<file path="config.mk">
export PLATFORM = sky130hd
export DESIGN_NAME = watchdog_timeout_table_core
export DESIGN_NICKNAME = d
export VERILOG_FILES = /design/src/design/wdt_pkg.sv /design/src/design/watchdog_timeout_table_core.sv
export SDC_FILE = /design/constraint.sdc
export NUM_CORES = 2
export LEC_CHECK = 0
export BUFFER_PORTS_ARGS = -buffer_cell sky130_fd_sc_hd__buf_2
export CORE_AREA = 2 2 362 364
export DETAILED_ROUTE_END_ITERATION = 8
export DIE_AREA = 0 0 364 366
export HOLD_SLACK_MARGIN = 0.12
export PLACE_DENSITY_LB_ADDON = 0.1
export SYNTH_ARGS = -nofsm -noshare
export SYNTH_HDL_FRONTEND = slang
export SYNTH_SLANG_ARGS = --single-unit
</file>
<file path="constraint.sdc">
create_clock -name clk -period 6.7 [get_ports clk]
set_clock_uncertainty 0.1 [all_clocks]
set_input_delay 0.335 -clock clk [delete_from_list [all_inputs] [get_ports clk]]
set_output_delay 0.335 -clock clk [all_outputs]
set_load 0.1 [all_outputs]
</file>
<file path="src/design/wdt_pkg.sv">
package wdt_pkg;

  // field widths
  localparam int CMD_W    = 2;
  localparam int ID_W     = 32;
  localparam int DUR_W    = 32;
  localparam int STATUS_W = 3;
  localparam int OCC_OUT_W = 5;

  // packed stream widths
  localparam int IN_TDATA_W  = 72;
  localparam int OUT_TDATA_W = 40;

  // results reported per tick at most
  localparam int MAX_RESULTS = 16;

  // command codes
  localparam logic [CMD_W-1:0] CMD_REGISTER   = 2'd0;
  localparam logic [CMD_W-1:0] CMD_EXTEND     = 2'd1;
  localparam logic [CMD_W-1:0] CMD_DEREGISTER = 2'd2;
  localparam logic [CMD_W-1:0] CMD_TICK       = 2'd3;

  // result status codes
  localparam logic [STATUS_W-1:0] STAT_OK        = 3'd0;
  localparam logic [STATUS_W-1:0] STAT_NOT_FOUND = 3'd1;
  localparam logic [STATUS_W-1:0] STAT_REFUSED   = 3'd2;
  localparam logic [STATUS_W-1:0] STAT_FULL      = 3'd3;
  localparam logic [STATUS_W-1:0] STAT_EXPIRED   = 3'd4;
  localparam logic [STATUS_W-1:0] STAT_NONE      = 3'd5;

  // one table word: {extended, remaining, ident}
  typedef struct packed {
    logic             extended;
    logic [DUR_W-1:0] remaining;
    logic [ID_W-1:0]  ident;
  } slot_word_t;

endpackage

</file>
<file path="src/design/watchdog_timeout_table_core.sv">
// Watchdog timeout table: tracks up to ENTRIES identifiers, each with a remaining
// tick count and a one-shot extension flag. Every command walks the whole table
// through the slot memory, one slot per cycle. Register, extend and deregister
// pass through accept, the scan, one update step and the loading of the result;
// a tick has no update step and loads one result per expired entry it reports;
// a result waits in the emit step while m_tready holds off the previous one.
// s_tready is high only while no item is in work. Register, extend and deregister
// give one result; a tick gives one result per expired entry (at most 16, lowest
// slots first) or a single no-expiry result, and m_tlast marks the final one.
// The table needs no clearing after reset.
module watchdog_timeout_table_core #(
  parameter int ENTRIES = 16
) (
  input  logic                             clk,
  input  logic                             rst,
  // configuration: default timeout
  input  logic                             cfg_valid,
  output logic                             cfg_ready,
  input  logic [wdt_pkg::DUR_W-1:0]        cfg_data,
  // input items
  input  logic                             s_tvalid,
  output logic                             s_tready,
  input  logic [wdt_pkg::IN_TDATA_W-1:0]   s_tdata,   // command, ident, duration, zero pad
  // result items
  output logic                             m_tvalid,
  input  logic                             m_tready,
  output logic [wdt_pkg::OUT_TDATA_W-1:0]  m_tdata,   // status, entry_ident, occupancy
  output logic                             m_tlast
);
  import wdt_pkg::*;

  localparam int IDX_W = (ENTRIES > 1) ? $clog2(ENTRIES) : 1;
  localparam int OCC_W = $clog2(ENTRIES + 1);
  localparam int RES_W = $clog2(MAX_RESULTS);
  localparam int CNT_W = RES_W + 1;
  localparam logic [IDX_W-1:0] LAST_IDX = IDX_W'(ENTRIES - 1);

  // sequencer states
  localparam logic [1:0] S_IDLE  = 2'd0;
  localparam logic [1:0] S_SCAN  = 2'd1;
  localparam logic [1:0] S_APPLY = 2'd2;
  localparam logic [1:0] S_EMIT  = 2'd3;

  logic [1:0]          state;
  logic [DUR_W-1:0]    dflt_ticks;
  logic [ENTRIES-1:0]  slot_valid;
  logic [OCC_W-1:0]    occ;

  // latched item
  logic [CMD_W-1:0]    cmd;
  logic [ID_W-1:0]     ident;
  logic [DUR_W-1:0]    duration;

  // scan pointer and read pipeline
  logic [IDX_W-1:0]    scan_idx;
  logic                issue_done;
  logic                rd_pend;
  logic [IDX_W-1:0]    rd_slot;
  slot_word_t          rd_data;

  // lookup results
  logic                hit_found;
  logic [IDX_W-1:0]    hit_slot;
  logic                hit_ext;
  logic                free_found;
  logic [IDX_W-1:0]    free_slot;
  logic [STATUS_W-1:0] res_status;

  // expiry buffer
  logic [ID_W-1:0]     exp_buf [MAX_RESULTS];
  logic [CNT_W-1:0]    exp_cnt;
  logic [CNT_W-1:0]    emit_idx;

  // slot memory
  slot_word_t          slot_mem [ENTRIES];
  logic                mem_we;
  logic [IDX_W-1:0]    mem_waddr;
  slot_word_t          mem_wdata;

  logic                is_tick;
  logic                proc;
  logic                cur_valid;
  logic [DUR_W-1:0]    rem_dec;
  logic                tick_exp;
  logic                scan_end;
  logic                item_acc;

  // apply step
  logic                apply_we;
  logic [IDX_W-1:0]    apply_slot;
  slot_word_t          apply_word;
  logic [STATUS_W-1:0] apply_status;
  logic                apply_set;
  logic                apply_clr;
  logic [DUR_W-1:0]    reg_timeout;

  // result output
  logic                out_load;
  logic                out_last;
  logic [STATUS_W-1:0] out_status;
  logic [ID_W-1:0]     out_ident;

  assign cfg_ready = 1'b1;
  assign s_tready  = (state == S_IDLE);
  assign item_acc  = s_tvalid && s_tready;
  assign is_tick   = (cmd == CMD_TICK);

  // scan datapath: one slot per cycle
  assign proc      = (state == S_SCAN) && rd_pend;
  assign cur_valid = slot_valid[rd_slot];
  assign rem_dec   = (rd_data.remaining == '0) ? '0 : rd_data.remaining - DUR_W'(1);
  assign tick_exp  = proc && is_tick && cur_valid && (rem_dec == '0) &&
                     (exp_cnt < CNT_W'(MAX_RESULTS));
  assign scan_end  = proc && (rd_slot == LAST_IDX);

  // update step for register, extend and deregister
  assign reg_timeout = (duration == '0) ? dflt_ticks : duration;
  always_comb begin
    apply_we     = 1'b0;
    apply_slot   = hit_slot;
    apply_word   = '{extended: 1'b0, remaining: reg_timeout, ident: ident};
    apply_status = STAT_OK;
    apply_set    = 1'b0;
    apply_clr    = 1'b0;
    case (cmd)
      CMD_REGISTER: begin
        if (hit_found) begin
          apply_we = 1'b1;
        end else if (free_found) begin
          apply_we   = 1'b1;
          apply_slot = free_slot;
          apply_set  = 1'b1;
        end else begin
          apply_status = STAT_FULL;
        end
      end
      CMD_EXTEND: begin
        apply_word = '{extended: 1'b1, remaining: duration, ident: ident};
        if (!hit_found) begin
          apply_status = STAT_NOT_FOUND;
        end else if (hit_ext) begin
          apply_status = STAT_REFUSED;
        end else begin
          apply_we = 1'b1;
        end
      end
      CMD_DEREGISTER: begin
        if (!hit_found) begin
          apply_status = STAT_NOT_FOUND;
        end else begin
          apply_clr = 1'b1;
        end
      end
      default: begin
        apply_status = STAT_OK;
      end
    endcase
  end

  // memory write port
  always_comb begin
    mem_we    = 1'b0;
    mem_waddr = rd_slot;
    mem_wdata = '{extended: rd_data.extended, remaining: rem_dec, ident: rd_data.ident};
    if (proc && is_tick && cur_valid) begin
      mem_we = 1'b1;
    end else if (state == S_APPLY) begin
      mem_we    = apply_we;
      mem_waddr = apply_slot;
      mem_wdata = apply_word;
    end
  end

  always_ff @(posedge clk) begin
    if (mem_we) begin
      slot_mem[mem_waddr] <= mem_wdata;
    end
    if (state == S_SCAN && !issue_done) begin
      rd_data <= slot_mem[scan_idx];
    end
  end

  // result selection
  assign out_load   = (state == S_EMIT) && (!m_tvalid || m_tready);
  assign out_last   = !is_tick || (exp_cnt == '0) || (emit_idx == exp_cnt - CNT_W'(1));
  always_comb begin
    out_status = res_status;
    out_ident  = ident;
    if (is_tick) begin
      if (exp_cnt == '0) begin
        out_status = STAT_NONE;
        out_ident  = '0;
      end else begin
        out_status = STAT_EXPIRED;
        out_ident  = exp_buf[emit_idx[RES_W-1:0]];
      end
    end
  end

  // control state
  always_ff @(posedge clk) begin
    if (rst) begin
      state      <= S_IDLE;
      dflt_ticks <= DUR_W'(25);
      slot_valid <= '0;
      occ        <= '0;
      m_tvalid   <= 1'b0;
      issue_done <= 1'b0;
      rd_pend    <= 1'b0;
      exp_cnt    <= '0;
      emit_idx   <= '0;
      hit_found  <= 1'b0;
      free_found <= 1'b0;
    end else begin
      if (cfg_valid && cfg_ready) begin
        dflt_ticks <= cfg_data;
      end
      if (m_tvalid && m_tready) begin
        m_tvalid <= 1'b0;
      end
      case (state)
        S_IDLE: begin
          if (item_acc) begin
            state      <= S_SCAN;
            issue_done <= 1'b0;
            rd_pend    <= 1'b0;
            exp_cnt    <= '0;
            emit_idx   <= '0;
            hit_found  <= 1'b0;
            free_found <= 1'b0;
          end
        end
        S_SCAN: begin
          rd_pend <= !issue_done;
          if (!issue_done && scan_idx == LAST_IDX) begin
            issue_done <= 1'b1;
          end
          if (proc) begin
            if (cur_valid && rd_data.ident == ident && !hit_found) begin
              hit_found <= 1'b1;
            end
            if (!cur_valid && !free_found) begin
              free_found <= 1'b1;
            end
          end
          if (tick_exp) begin
            slot_valid[rd_slot] <= 1'b0;
            occ                 <= occ - OCC_W'(1);
            exp_cnt             <= exp_cnt + CNT_W'(1);
          end
          if (scan_end) begin
            state <= is_tick ? S_EMIT : S_APPLY;
          end
        end
        S_APPLY: begin
          if (apply_set) begin
            slot_valid[apply_slot] <= 1'b1;
            occ                    <= occ + OCC_W'(1);
          end
          if (apply_clr) begin
            slot_valid[apply_slot] <= 1'b0;
            occ                    <= occ - OCC_W'(1);
          end
          state <= S_EMIT;
        end
        S_EMIT: begin
          if (out_load) begin
            m_tvalid <= 1'b1;
            emit_idx <= emit_idx + CNT_W'(1);
            if (out_last) begin
              state <= S_IDLE;
            end
          end
        end
        default: begin
          state <= S_IDLE;
        end
      endcase
    end
  end

  // payload registers
  always_ff @(posedge clk) begin
    if (item_acc) begin
      cmd      <= s_tdata[CMD_W-1:0];
      ident    <= s_tdata[CMD_W +: ID_W];
      duration <= s_tdata[CMD_W + ID_W +: DUR_W];
      scan_idx <= '0;
    end else if (state == S_SCAN && !issue_done && scan_idx != LAST_IDX) begin
      scan_idx <= scan_idx + IDX_W'(1);
    end
    if (state == S_SCAN && !issue_done) begin
      rd_slot <= scan_idx;
    end
    if (proc && cur_valid && rd_data.ident == ident && !hit_found) begin
      hit_slot <= rd_slot;
      hit_ext  <= rd_data.extended;
    end
    if (proc && !cur_valid && !free_found) begin
      free_slot <= rd_slot;
    end
    if (tick_exp) begin
      exp_buf[exp_cnt[RES_W-1:0]] <= rd_data.ident;
    end
    if (state == S_APPLY) begin
      res_status <= apply_status;
    end
    if (out_load) begin
      m_tdata <= {OCC_OUT_W'(occ), out_ident, out_status};
      m_tlast <= out_last;
    end
  end

endmodule
</file>
=== Word-level counts from Yosys, hierarchy flattened ===
Memories as Yosys holds them, arrays and structs flattened. A register that Yosys moved wholly into a read port is not among the register bits.
Index checks and enable logic that the tools add are counted.

* Bits in registers: 197
* RAM bits: 1552
* Output and inout bits: 44
* Logic and storage cells: 188
* Memories kept: 2

* $add $sub $neg: 7
* Order comparisons: 5
* Eq/ne operators: 21
* Mux-type cells: 77
* Bitwise logic cells: 5
* Reduce and logical (&&, ||, !) cells: 49

{| class="wikitable"
|+ Memories
! name !! words !! bits a word !! rd ports !! clocked after memory_dff !! wr ports !! line !! text
|-
| slot_mem || 16 || 65 || 1 || 1 || 1 || watchdog_timeout_table_core.sv:75 || <nowiki>slot_word_t slot_mem [ENTRIES];</nowiki>
|-
| exp_buf || 16 || 32 || 1 || 1 || 1 || watchdog_timeout_table_core.sv:70 || <nowiki>logic [ID_W-1:0] exp_buf [MAX_RESULTS];</nowiki>
|}

{| class="wikitable"
|+ Operators with widths
! kind !! number
|-
| two-way mux 65 bit || 3
|-
| two-way mux 32 bit || 4
|-
| zero test 32 bit || 3
|-
| two-way mux 16 bit || 5
|-
| bitwise AND 16 bit || 2
|-
| == test 32 bit || 1
|-
| inverter 16 bit || 2
|-
| one-hot mux 16 bit (2 select lines) || 1
|-
| subtractor 32 x 1 -> 32 bit, second input constant || 1
|-
| two-way mux 5 bit || 6
|-
| one-hot mux 5 bit (2 select lines) || 3
|-
| two-way mux 1 bit || 29
|-
| two-way mux 4 bit || 7
|-
| logical AND 1 bit || 22
|-
| two-way mux 2 bit || 8
|-
| != test 2 bit, second input constant || 8
|-
| bitwise OR 16 bit || 1
|-
| adder 5 x 1 -> 5 bit, second input constant || 3
|-
| AND reduction 3 bit || 4
|-
| AND reduction 4 bit || 3
|-
| < comparator 4 x 5 -> 1 bit, second input constant || 2
|-
| one-hot mux 1 bit (2 select lines) || 5
|-
| subtractor 5 x 1 -> 5 bit, second input constant || 2
|-
| one-hot mux 3 bit (3 select lines) || 1
|-
| 20 further kinds || 38
|}

=== Logic depth before layout (Yosys ltp) ===
* Depth in word-level cells: 14
* Mapped depth: 12
* Mapped depth without buffers: 10

=== Worst setup path before layout ===
No wires, ideal clock.

* Path kind: register to register
* From: reg rd_slot[2]
* To: mem slot_mem[14][0] (netlist bit) (enable)
* Library setup time: 489 ps
* Data arrival time: 5274 ps
* Required time: 6111 ps
* Setup slack: 837 ps
* Cell stages (with the launch flop): 11
* Buffers on the path: 2
* Clock period less this slack: 5863 ps
* Cells stage by stage: edfxtp_1 > buf_2 > mux4_2 > nand3_1 > and3_1 > nand4b_1 > nand2_1 > clkbuf_1 > mux2i_1 > nand3_1 > nor2_1

* Cells in the longest elaborated chain, start to end: 6

{| class="wikitable"
|+ RTL lines
! element !! line !! text
|-
| start, declared || watchdog_timeout_table_core.sv:58 || <nowiki>logic [IDX_W-1:0] rd_slot;</nowiki>
|-
| start signal, assigned || watchdog_timeout_table_core.sv:293 || <nowiki>rd_slot <= scan_idx;</nowiki>
|-
| binary-select mux 1 bit (select 4 bit) || watchdog_timeout_table_core.sv:110 || <nowiki>assign cur_valid = slot_valid[rd_slot];</nowiki>
|-
| two-way mux 1 bit (not written as such) || watchdog_timeout_table_core.sv:110 ||
|-
| logical AND 1 bit || watchdog_timeout_table_core.sv:165 || <nowiki>if (proc && is_tick && cur_valid) begin</nowiki>
|-
| two-way mux 1 bit || watchdog_timeout_table_core.sv:165 ||
|-
| two-way mux 1 bit || watchdog_timeout_table_core.sv:175 || <nowiki>if (mem_we) begin</nowiki>
|-
| two-way mux 1 bit (not written as such) || watchdog_timeout_table_core.sv:176 || <nowiki>slot_mem[mem_waddr] <= mem_wdata;</nowiki>
|-
| end, declared || watchdog_timeout_table_core.sv:75 ||
|}

Several ways; a longest one is shown, not always the timed one. The select of a mux whose other input is x is not followed.

=== Worst setup path in the final report ===
* From: reg rd_data[37] (netlist name)
* To: mem exp_buf[14][3] (enable)

* Cells in the longest elaborated chain, start to end: 7

{| class="wikitable"
|+ RTL lines
! element !! line !! text
|-
| subtractor 32 x 1 -> 32 bit / zero test 32 bit (equally long branches) || watchdog_timeout_table_core.sv:111 || <nowiki>assign rem_dec = (rd_data.remaining == '0) ? '0 : rd_data.remaining - DUR_W'(1);</nowiki>
|-
| two-way mux 32 bit (*) || watchdog_timeout_table_core.sv:111 ||
|-
| zero test 32 bit (*) || watchdog_timeout_table_core.sv:112 || <nowiki>assign tick_exp = proc && is_tick && cur_valid && (rem_dec == '0) &&</nowiki>
|-
| logical AND 1 bit (*) (2 in a row) || watchdog_timeout_table_core.sv:112 ||
|-
| two-way mux 1 bit (*) || watchdog_timeout_table_core.sv:302 || <nowiki>if (tick_exp) begin</nowiki>
|-
| two-way mux 1 bit (not written as such) (*) || watchdog_timeout_table_core.sv:303 || <nowiki>exp_buf[exp_cnt[RES_W-1:0]] <= rd_data.ident;</nowiki>
|-
| end, declared || watchdog_timeout_table_core.sv:70 ||
|}

Mark *: on every way between the ends. The rest lies on a longest branch, timed or not.

==> results by group <==
Outcome
  • Run status: complete, no violations

Logic synthesis
  • Ys flop type: edfxtp_1
  • #FFs+latches synth: 1817
  • Post-synth EDFFs: roughly 1700
  • Syn nets: between 3000 and 4000
  • Area contributors post-synth: edfxtp_1, mux4_2, dfxtp_1, mux2_2, clkbuf_1
  • Post-synth cell types: 70
  • Ys async rst share: 0
  • Syn Inst Count: 3315
  • Biggest area consumer among synthesized cells: edfxtp_1
  • Sequential-to-total area share from yosys stat: 0.760
  • Netlist Area Pre-Place: slightly above 70000 sq um
  • Share of the synthesized area in the top cell type: 0.738
  • Synth warn: 0
  • Syn Area/Cell: roughly 21 sq um

Detailed routing
  • Via count: about 35000
  • Drt via density: between 6 and 7
  • Final WL: 170000 um
  • Count of TritonRoute iterations in the first routing pass: 8
  • WL/cell: 30.2 um
  • Drt drc: 0
  • Drt initial violations: ~3700
  • Antenna viol nets, final: 0

Min path
  • WHS Path Cells: 2
  • Tightest Hold Check Type: input port to flop
  • HP Start: s_tdata[19]
  • Worst Hold Path EP: ident[17]

Timing
  • Pins Over Slew Limit: 0
  • Worst-margin pin slew: between 1 and 1.5 ns
  • Slew margin rel.: 0.219
  • Final period util: 0.842
  • Final setup fails: 0
  • Min Tclk post-route: 5.64 ns
  • Fin. Hold Viols: 0
  • Worst Hold Slack: between 0.15 and 0.2 ns
  • Max frequency: ~180 MHz
  • TNS Setup: 0 ns
  • Setup repair after global routing missed its margin: no

Power and ir drop
  • Pint: ~22000 uW
  • Worst VDD drop: around 0.00028 V
  • Sw frac: 0.270
  • Clock network fraction of total power: 0.328
  • NetSw: 8030 uW
  • Share of power burned in combinational logic: 0.166
  • Total power: 29800 uW
  • Flop pwr share: 0.505
  • Pleak: between 0.02 and 0.03 uW
  • Pwr dens: ~360 nW/um^2

Setup path
  • CP Data Arrival Time: roughly 6.0 ns
  • FF-to-FF Start: rd_data[37]
  • Crit end category: flop
  • CP required: 7.09 ns
  • FF-to-FF End: exp_buf[14][3]
  • Crit start category: flop
  • Crit Path Category: flop to flop
  • Reg2reg path depth: 9
  • Reg2Reg Setup Slack: 1.06 ns
  • Crit-path max FO: 24

Floorplanning
  • Die Ht: around 370 um
  • Core area: 129000 sq um
  • Total die area: between 100000 and 150000 sq um
  • # rows: approximately 130
  • Die W: about 360 um
  • I/O pin count: between 150 and 200
  • Starting Density: 0.549

Placed design
  • Final GP Congestion: roughly 0.86
  • Detailed Place HPWL: about 96000 um
  • # placed instances: just over 5000
  • PortBufs: about 150

Global routing
  • GRT Util Overall: 0.259
  • Largest net degree at the start of global routing: ~100
  • Total grt overflow: 0
  • Global-route wire length before repair: between 200000 and 250000 um
  • Number of global-route vias before repair: approximately 36000
  • Initial antenna violation count: 2

Clocking
  • CTS buffer count: 181
  • Clock-pin slew on the worst setup and hold paths: approximately 0.060 ns
  • CTS Sinks: roughly 1800
  • H-tree Lvls: 4
  • Max clock buf depth: 3
  • CTS tree: done
  • Root buf cell: clkbuf_16
  • Worst-skew pair later-pin latency: about 0.8 ns

Cells and area
  • Synth-to-layout area growth: 15.8%
  • Layout net count: just under 4000
  • Final Non-Filler Cells: 5642
  • Fillers: approximately 8600
  • N_diodes: 0
  • Share of cells above drive strength 1: 0.283

Flow run
  • Max-cap viol count: 0
==> state kept, by name (all words and copies together) (netlist names), 2 cells and up, named ones only <==
signal      count
state           2
free_slot       4
exp_cnt         5
occ             5
emit_idx        5
res_status      2
exp_buf       512
slot_mem     1040
scan_idx        4
rd_data        65
ident          32
rd_slot         4
cmd             2
hit_slot        4
m_tdata        40
duration       32
dflt_ticks     32
slot_valid     16
==> critical path, cell delays in order (launching register included) <==
cell	delay, ns
edfxtp_1	0.51
nor4_2	0.92
nand4_1	0.62
nor4_1	0.43
mux2_2	0.43
nor4_4	0.32
o2111a_2	0.68
nand2_1	0.39
nor2_4	0.62
buf_12	0.26
==> kinds of logic after synthesis <==
logic type	synth area share
AOI/OAI and AO/OA	0.0225
xor gates and xnor gates	0.00755
adders and majority gates	0.00248
buffers and inverters	0.0126
DFF	0.760
muxes	0.168
other	0.0000530
and+or+nand+nor	0.0268
==> Yosys cell counts (4+ instances only) <==
cell type,count
edfxtp_1,1739
mux4_2,489
clkbuf_1,121
nor2_1,116
nand2_1,83
dfxtp_1,78
inv_1,66
a21oi_1,64
o21ai_0,62
xor2_1,45
mux2_2,42
mux2i_1,39
buf_1,35
nand3_1,32
nor3_1,31
nor4_1,25
o22ai_1,21
nor2b_1,18
o211ai_1,17
nand4_1,16
xnor2_1,16
a31oi_1,15
ha_1,14
a221oi_2,10
nand2b_1,9
a221oi_1,7
or4_1,7
a211oi_1,6
nand3b_1,6
or3_1,6
and2_1,5
and3_1,5
a21o_1,4
a41oi_1,4
o31ai_1,4
==> power by group through the flow <==
stage               sequential (uW)  clock, uW  combinational [uW]
floorplan                     15000          0                3270
global placement              15200          0                4690
detailed placement            15300          0                4890
CTS                           15000       9950                4980
global route                  15100      10400                5320
finish                        15000       9770                4940
==> per-stage QoR <==
step	util	area (sq um)	setup WS, ns
after global placement	0.578	74600	1.33
after detailed placement	0.578	74600	1.19
after global routing	0.635	82000	0.709
after floorplan	-	70800	0.837
final	0.635	82000	1.06
after CTS	0.635	82000	1.14
==> worst max path at each step <==
stage                startpoint              end  depth (start not counted)
finish              rd_data[37]   exp_buf[14][3]                          9
global route        rd_data[37]   exp_buf[14][3]                          9
CTS                 rd_data[37]  exp_buf[14][18]                          9
detailed placement  rd_data[37]  exp_buf[14][10]                          9
global placement    rd_data[37]  exp_buf[14][14]                          9
floorplan            rd_slot[2]  slot_mem[14][0]                         10
==> routing by layer <==
layer	global-route usage	routed length, um	vias up
met4	0.0693	3800	0
met1	0.362	68600	18846
met2	0.430	86500	1522
li1	-	-	14746
met3	0.0414	11200	267
met5	0	0	-
==> layout make-up <==
type	instances	area, sq um	share of cell area
sequential	1817	53800	0.657
multi-input combinational	1268	16300	0.199
clock buffer	233	4850	0.0592
timing repair buffer	414	3660	0.0446
tap	1742	2180	0.0266
clock inverter	102	872	0.0106
inverter	66	250	0.00305
==> placed cells by master, fill, tap and decap left out, types with 35 or more instances in the layout <==
cell	instances
clkbuf_1	45
buf_4	65
clkbuf_16	186
mux2i_1	39
xor2_1	45
inv_1	65
o21ai_0	54
dfxtp_1	70
edfxtp_1	1739
mux2_2	42
buf_12	40
mux4_2	489
buf_2	145
clkinv_2	35
a21oi_1	64
clkinv_1	41
nand2_1	81
dlygate4sd3_1	164
nor2_1	87
==> timing repair <==
item	in CTS	in global routing
hold endpoints to repair	116	0
hold buffers	164	0
buffers inserted	0	0
gates resized for setup	0	0
Note: power is estimated with default switching activity, not from simulation.
